File: config.mk
export PLATFORM = sky130hd
export DESIGN_NAME = sorted_priority_queue
export DESIGN_NICKNAME = d
export VERILOG_FILES = /design/src/hw/rtl/spq_pkg.sv /design/src/hw/rtl/sorted_priority_queue.sv /design/src/hw/rtl/spq_cell.sv
export SDC_FILE = /design/constraint.sdc
export NUM_CORES = 2
export LEC_CHECK = 0
export ABC_AREA = 0
export BUFFER_PORTS_ARGS = -buffer_cell sky130_fd_sc_hd__clkbuf_2
export CAP_MARGIN = 20
export CORE_MARGIN = 4
export CORE_UTILIZATION = 45
export CTS_CLUSTER_SIZE = 14
export DETAILED_ROUTE_END_ITERATION = 8
export GPL_TIMING_DRIVEN = 0
export HOLD_SLACK_MARGIN = 0.08
export PLACE_DENSITY_LB_ADDON = 0.3
export SLEW_MARGIN = 20
export SYNTH_ARGS = -nofsm -noshare
export SYNTH_HDL_FRONTEND = slang
export SYNTH_HIERARCHICAL = 1
export SYNTH_SLANG_ARGS = --single-unit
File: constraint.sdc
create_clock -name clk -period 11.9 [get_ports clk]
set_input_delay 1.19 -clock clk [delete_from_list [all_inputs] [get_ports clk]]
set_output_delay 1.19 -clock clk [all_outputs]
set_load 0.1 [all_outputs]
File: src/hw/rtl/spq_pkg.sv
// Shared types and constants for the sorted priority queue.
package spq_pkg;

  localparam int CAPACITY = 16;
  localparam int CNT_W    = $clog2(CAPACITY + 1);
  localparam int VAL_W    = 32;
  localparam int PRIO_W   = 16;
  localparam int OCC_W    = 5;
  localparam int STAT_W   = 2;

  localparam logic       OP_ENQ   = 1'b0;
  localparam logic       OP_DEQ   = 1'b1;

  localparam logic [STAT_W-1:0] ST_DONE  = 2'd0;
  localparam logic [STAT_W-1:0] ST_EMPTY = 2'd1;
  localparam logic [STAT_W-1:0] ST_FULL  = 2'd2;

  typedef struct packed {
    logic signed [VAL_W-1:0]  value;
    logic signed [PRIO_W-1:0] prio;
  } entry_t;

  // broadcast to every cell in the cycle a transfer commits
  typedef struct packed {
    logic   enq;     // insert new_entry in sorted position
    logic   deq;     // shift everything one cell toward the head
    entry_t new_entry;
  } cell_ctrl_t;

endpackage

File: src/hw/rtl/sorted_priority_queue.sv
// Top level of the sorted priority queue: cell chain, count and result register.
//
// Bounded priority queue of CAPACITY (value, priority) pairs held in a row
// of cells, sorted so that cell 0 holds the entry served next (largest
// signed priority; ties leave in arrival order). Each input transfer is an
// enqueue (in_tuser = 0) or a dequeue (in_tuser = 1) and yields exactly one
// result transfer with the removed value, a status (0 done, 1 dequeue on
// empty, 2 enqueue dropped because full) and the occupancy after the item.
// Every cell compares the incoming priority with its own in parallel and,
// in the same cycle, either keeps its entry, takes the new one or takes its
// neighbor's, so one item per cycle is sustained; the result lands in a
// single output register in the cycle after the input transfer. The input
// is stalled only while that register holds a result that is not being
// taken. No clearing pass is needed after reset.
module sorted_priority_queue
  import spq_pkg::*;
(
  input  logic        clk,
  input  logic        rst_n,
  // input channel
  input  logic        in_tvalid,
  output logic        in_tready,
  input  logic [47:0] in_tdata,   // [31:0] item_value, [47:32] item_priority
  input  logic [0:0]  in_tuser,   // [0] operation
  // result channel
  output logic        out_tvalid,
  input  logic        out_tready,
  output logic [39:0] out_tdata,  // [31:0] out_value, [36:32] occupancy, rest zero
  output logic [1:0]  out_tuser   // [1:0] status
);

  logic in_xfer;
  logic is_full;
  logic is_empty;

  logic [CNT_W-1:0]  count_r;
  logic [CNT_W-1:0]  count_nxt;
  logic              out_valid_r;
  logic [VAL_W-1:0]  out_value_r;
  logic [STAT_W-1:0] out_status_r;
  logic [OCC_W-1:0]  out_occ_r;
  logic [VAL_W-1:0]  res_value;
  logic [STAT_W-1:0] res_status;

  cell_ctrl_t ctrl;
  entry_t     cell_entry [CAPACITY];
  logic       cell_keep  [CAPACITY];
  logic       occupied   [CAPACITY];

  // output register frees up in the same cycle it is drained
  assign in_tready = !out_valid_r || out_tready;
  assign in_xfer   = in_tvalid && in_tready;

  assign is_full  = (count_r == CNT_W'(CAPACITY));
  assign is_empty = (count_r == '0);

  assign ctrl.enq = in_xfer && (in_tuser[0] == OP_ENQ) && !is_full;
  assign ctrl.deq = in_xfer && (in_tuser[0] == OP_DEQ) && !is_empty;
  assign ctrl.new_entry.value = $signed(in_tdata[31:0]);
  assign ctrl.new_entry.prio  = $signed(in_tdata[47:32]);

  genvar gi;
  generate
    for (gi = 0; gi < CAPACITY; gi++) begin : g_cell
      assign occupied[gi] = (CNT_W'(gi) < count_r);
      if (gi == 0) begin : g_head
        spq_cell u_cell (
          .clk         (clk),
          .ctrl        (ctrl),
          .occupied    (occupied[gi]),
          .left_keep   (1'b1),
          .left_entry  (ctrl.new_entry),
          .right_entry (cell_entry[gi+1]),
          .keep        (cell_keep[gi]),
          .entry       (cell_entry[gi])
        );
      end else if (gi == CAPACITY - 1) begin : g_tail
        // tail refills from itself on dequeue; that slot drops out of the count
        spq_cell u_cell (
          .clk         (clk),
          .ctrl        (ctrl),
          .occupied    (occupied[gi]),
          .left_keep   (cell_keep[gi-1]),
          .left_entry  (cell_entry[gi-1]),
          .right_entry (cell_entry[gi]),
          .keep        (cell_keep[gi]),
          .entry       (cell_entry[gi])
        );
      end else begin : g_mid
        spq_cell u_cell (
          .clk         (clk),
          .ctrl        (ctrl),
          .occupied    (occupied[gi]),
          .left_keep   (cell_keep[gi-1]),
          .left_entry  (cell_entry[gi-1]),
          .right_entry (cell_entry[gi+1]),
          .keep        (cell_keep[gi]),
          .entry       (cell_entry[gi])
        );
      end
    end
  endgenerate

  // result of the current item
  always_comb begin
    res_value  = '0;
    res_status = ST_DONE;
    count_nxt  = count_r;
    unique case (in_tuser[0])
      OP_ENQ: begin
        if (is_full) begin
          res_status = ST_FULL;
        end else begin
          count_nxt = count_r + CNT_W'(1);
        end
      end
      OP_DEQ: begin
        if (is_empty) begin
          res_status = ST_EMPTY;
        end else begin
          res_value = cell_entry[0].value;
          count_nxt = count_r - CNT_W'(1);
        end
      end
      default: begin
        res_status = ST_DONE;
      end
    endcase
  end

  always_ff @(posedge clk) begin
    if (!rst_n) begin
      count_r     <= '0;
      out_valid_r <= 1'b0;
    end else begin
      if (in_xfer) begin
        count_r     <= count_nxt;
        out_valid_r <= 1'b1;
      end else if (out_tready) begin
        out_valid_r <= 1'b0;
      end
    end
  end

  // payload of the result register
  always_ff @(posedge clk) begin
    if (in_xfer) begin
      out_value_r  <= res_value;
      out_status_r <= res_status;
      out_occ_r    <= OCC_W'(count_nxt);
    end
  end

  assign out_tvalid = out_valid_r;
  assign out_tdata  = {3'b000, out_occ_r, out_value_r};
  assign out_tuser  = out_status_r;

  // count stays within the store
  a_count_bound: assert property (@(posedge clk) disable iff (!rst_n)
    count_r <= CNT_W'(CAPACITY))
    else $error("entry count above capacity");

  // an accepted enqueue on a full store is reported as dropped
  a_full_drop: assert property (@(posedge clk) disable iff (!rst_n)
    (in_xfer && in_tuser[0] == OP_ENQ && is_full) |=>
      (out_tvalid && out_tuser == ST_FULL && $stable(count_r)))
    else $error("enqueue on full not flagged");

  // a successful dequeue removes exactly one entry
  a_deq_count: assert property (@(posedge clk) disable iff (!rst_n)
    ctrl.deq |=> (count_r == $past(count_r) - CNT_W'(1)))
    else $error("dequeue count mismatch");

  // an idle result register never blocks the input
  a_ready_free: assert property (@(posedge clk) disable iff (!rst_n)
    !out_valid_r |-> in_tready)
    else $error("input stalled with empty result register");

endmodule

File: src/hw/rtl/spq_cell.sv
// One storage cell of the sorted chain: holds one entry, trades with its neighbors.
module spq_cell
  import spq_pkg::*;
(
  input  logic       clk,
  input  cell_ctrl_t ctrl,
  input  logic       occupied,   // this slot lies below the entry count
  input  logic       left_keep,  // cell toward the head keeps its entry
  input  entry_t     left_entry,
  input  entry_t     right_entry,
  output logic       keep,
  output entry_t     entry
);

  entry_t entry_r;
  entry_t entry_nxt;

  // stays put on insert when it outranks or ties the new entry
  assign keep  = occupied && (entry_r.prio >= ctrl.new_entry.prio);
  assign entry = entry_r;

  always_comb begin
    entry_nxt = entry_r;
    priority if (ctrl.enq) begin
      if (!keep) begin
        entry_nxt = left_keep ? ctrl.new_entry : left_entry;
      end
    end else if (ctrl.deq) begin
      entry_nxt = right_entry;
    end
  end

  always_ff @(posedge clk) begin
    entry_r <= entry_nxt;
  end

endmodule

# After elaboration in Yosys (flattened, before gate mapping)
# Index checks and enable logic that the tools add are counted.
# op_classes
n_addsub,2
n_mul,0
n_div,0
order_cmp,32
n_eq_ne,16
shift,0
mux,68
bitwise,2
n_reduce_logical,45
# op_table
cell,n
$mux W48,60
$ge A16 B16 Y1,16
$lt A4 B5 Y1 const A,8
$reduce_and A2 Y1,16
$ne A2 B2 Y1 const B,15
$logic_and A1 B1 Y1,21
$lt A3 B5 Y1 const A,4
$lt A1 B5 Y1 const A,2
$lt A2 B5 Y1 const A,2
$mux W5,2
$pmux W5 S2,1
$add A5 B1 Y5 const B,1
$eq A5 B5 Y1 const B,1
$logic_not A5 Y1,1
$sub A5 B1 Y5 const B,1
$pmux W2 S2,1
$reduce_bool A2 Y1,2
$logic_not A1 Y1,3
$mux W1,3
$mux W2,1
$not A1 Y1,2
$reduce_or A2 Y1,1
$logic_or A1 B1 Y1,1
# word_totals
regBits,813
latchBits,0
ram_bits,0
mem_bits_ro,0
out_inout_bits,44
word_cells,202
mem_count,0

# Logic depth before layout (Yosys ltp)
# logic_depth
ltp_word,7
mapped_depth,12
ltp_nobuf,9

# By module
# Netlist, hierarchy kept.
# by_module_without_submodules
mod,instances,cells_each,area_per_inst_um2,seq_area_each_um2
spq_cell at g_cell[0].g_head.u_cell ...,10,270,2896.5,1441.4
spq_cell at g_cell[4].g_mid.u_cell ...,6,278,2940.3,1441.4
sorted_priority_queue,1,190,2179.6,1291.2

# Worst setup path before layout
# Ideal clock, no wire load.
# synth_path
path_type,input -> register
start,in out_tready
end,"reg g_cell[4].g_mid.u_cell.entry_r, in the netlist g_cell[4].g_mid.u_cell/entry[0] (enable)"
setup_ns,0.454
arrival_ns,6.398
setup_slack_ns,5.048
path_stages,7
n_path_buf,2
cell_sequence,nand2b_1 nand2_1 a311oi_1 clkbuf_1 buf_2 nor2_1 a311oi_2
# synth_rtl
element,line,source
"start, declared",sorted_priority_queue.sv:27,"input logic out_tready,"
"end signal, assigned",spq_cell.sv:34,entry_r <= entry_nxt;
"end, declared",spq_cell.sv:15,entry_t entry_r;

==> impl_metrics.csv <==
group,metric,value,unit
outcome,status,"finished, final reports clean",
global_routing,first_global_vias,34220,
sta,final_max_slew_viol_count,0,
floorplanning,start_util,45.44,%
routing,first_pass_iters,6,
worst_setup_path,rr_endpoint,"g_cell[8].g_mid.u_cell/entry[26]",
global_routing,overflow,0,
worst_setup_path,rr_worst_depth,11,
routing,wirelength,120100,µm
power_and_ir_drop,clock_power_share,32.3,%
routing,post-route-drc-count,0,
worst_setup_path,critPathKind,"primary input to flip-flop",
floorplanning,die_w,337.3,µm
job,max_cap_viol_count,0,
cells_and_area,layout_commonest_cell,"a21oi_1",
worst_hold_path,worst_hold_path.endpoint,"g_cell[14].g_mid.u_cell/entry[18]",
power_and_ir_drop,p_int,6129,µW
sta,fin_crit_sh,37.00,%
floorplanning,core-area,0.1074,mm²
worst_setup_path,worstSetupStartpointType,"primary input",
worst_hold_path,hold_path.class,"flip-flop to flip-flop",
placed_design,gp_congestion,0.9187,
synthesis,synth_warnings,6,
worst_setup_path,worstPathMaxFanout,33,
sta,finalSetupTns,0,ns
synthesis,syn_area_per_cell,10.71,µm²
sta,max_clock_freq,0.2271,GHz
floorplanning,rows,120,
global_routing,grt_max_degree,49,
routing,drt_iter0_markers,2495,
power_and_ir_drop,p_sw,2707,µW
placed_design,preCtsSetupSlack,6.900,ns
power_and_ir_drop,leakage,0.02023,µW
worst_setup_path,r2r-start,"count_r[0]",
power_and_ir_drop,seqPwrFrac,44.6,%
sta,max_slew.worst_pin.slew,0.9744,ns
worst_setup_path,worst_setup_path_end_kind,"flip-flop",
floorplanning,die_h,337.3,µm
cts,htree_levels,3,
sta,skew,0.02269,ns
power_and_ir_drop,comb_power_share,23.2,%
sta,finalHoldViolations,0,
cells_and_area,instances_no_fill,6245,
power_and_ir_drop,ir_drop,0.1213,mV
cells_and_area,area_growth,11.65,%
cts,clock_sinks,813,
cts,ctsResizeCount,0,
placed_design,placed_cells,6080,
cells_and_area,final_cell_mix,"a21oi_1 (830), nor2_1 (815), edfxtp_1 (807)",
worst_hold_path,whs_path_depth,2,
global_routing,antenna_found_initial,4,
cells_and_area,final_layout_size_suffix_gt1_share,9.527,%
worst_setup_path,arrival,4.79,ns
global_routing,grt_first_pass_wirelength,186800,µm
floorplanning,ios,97,
cts,cts_hold_buf,0,
cts,cts_tree,"yes",
routing,wl_per_cell,19.23,µm
cts,clockRootBuffer,"clkbuf_16",
worst_setup_path,required,12.29,ns
routing,vias,33790,
cells_and_area,n_fill_cell,9600,
global_routing,grt_usage,20.61,%
placed_design,port_buffers,92,
cts,path_clk_slew,0.06,ns
cts,clk_path_buf_depth,3,
synthesis,syn_inst,4557,
floorplanning,die-area,0.1137,mm²
sta,layout_min_cycle_time,4.403,ns
routing,ant_nets,0,
worst_hold_path,min-delay-start,"g_cell[15].g_tail.u_cell/entry[18]",
cells_and_area,final_nets,5082,
power_and_ir_drop,power_density,162.2,mW/mm²
sta,setup_viol,0,
worst_setup_path,ff2ff_setup_slack,7.66,ns
cts,postCtsSetupBuffers,0,
cts,clock_latency,0.66,ns
synthesis,netlist_area,0.04878,mm²
cts,numCtsBuffers,90,
power_and_ir_drop,netSwitchingFraction,30.64,%
routing,via_per_inst,5.411,
sta,rsz0062_at_grt,"no",
placed_design,post-dp-hpwl,96360,µm
sta,finalWorstSetupSlack,7.497,ns
sta,maxSlewHeadroom,34.91,%
[sequential cells by signal (all words and copies together), names as in the netlist]
signal,flops
g_cell.g_mid.u_cell/entry,672
out_tvalid,1
g_cell.g_tail.u_cell/entry,48
out_value_r,32
out_occ_r,5
out_tuser,2
g_cell.g_head.u_cell/entry,48
count_r,5
[critical path, cell delays in order]
cell and delay (ns):
clkbuf_2 0.57, inv_1 0.11, ha_1 0.39, nand4_2 0.21, or4_1 0.59, nand4b_1 0.12
nand4_1 0.16, nand2_1 0.13, clkbuf_1 0.21, buf_2 0.35, buf_2 0.35, mux2i_1 0.26
a21oi_1 0.10
[stage by stage]
| stage | total power [µW] | hold WS, ns | instance area (µm²) | utilization [%] |
|---|---|---|---|---|
| 6_report | 8836 | 0.5974 | 54470 | 50.74 |
| 5_1_grt | 9252 | 0.6200 | 54470 | 50.74 |
| 4_1_cts | 8879 | 0.5932 | 54460 | 50.73 |
| 3_5_place_dp | 6030 | 0.5791 | 51470 | 47.95 |
| 3_3_place_gp | 5931 | 0.5738 | 51010 | 47.51 |
| 2_1_floorplan | 5421 | 0.5539 | 48790 | - |
[power by group through the flow]
stage | clock network, µW | logic, µW | registers, µW
finish | 2850 | 2050 | 3940
global route | 3010 | 2260 | 3980
CTS | 2900 | 2040 | 3940
detailed placement | 0 | 2040 | 3990
global placement | 0 | 1920 | 4010
floorplan | 0 | 1410 | 4010
[per-layer routing]
metal  global-route usage, %  vias up  share of wire, %  wire length [µm]
met4                   6.336        2               2.8              3333
met1                   28.25    15760                46             55140
li1                        -    16970                 -                 -
met2                   34.48      858                46             55620
met3                   2.316      197               5.0              5963
met5                       0        -             0.013                16
[final cells by class]
cell class / instances / area [µm²] / area share (%)
diodes: 3 / 7.507 / 0.01378
plain buffers: 291 / 1459 / 2.678
clock buffers: 100 / 2311 / 4.243
clock inverters: 62 / 674.4 / 1.238
inverters: 287 / 1077 / 1.978
multi-input cells: 3168 / 22010 / 40.42
flip-flops and latches: 813 / 24350 / 44.71
well taps: 1403 / 1755 / 3.223
repair buffers: 118 / 814.5 / 1.495
[how the worst max path moves through the flow]
stage / depth (start not counted) / startpoint / to / slack (ns)
final: 13 / in_tdata[47] / g_cell[11].g_mid.u_cell/entry[44] / 7.50
after global routing: 13 / in_tdata[47] / g_cell[11].g_mid.u_cell/entry[44] / 7.34
after CTS: 13 / in_tdata[47] / g_cell[11].g_mid.u_cell/entry[44] / 7.58
after detailed placement: 13 / in_tdata[47] / g_cell[11].g_mid.u_cell/entry[42] / 6.90
after global placement: 8 / out_tready / g_cell[4].g_mid.u_cell/entry[26] / 3.60
after floorplan: 7 / out_tready / g_cell[4].g_mid.u_cell/entry[0] / 5.05
Power figures use the tool's default switching activity.
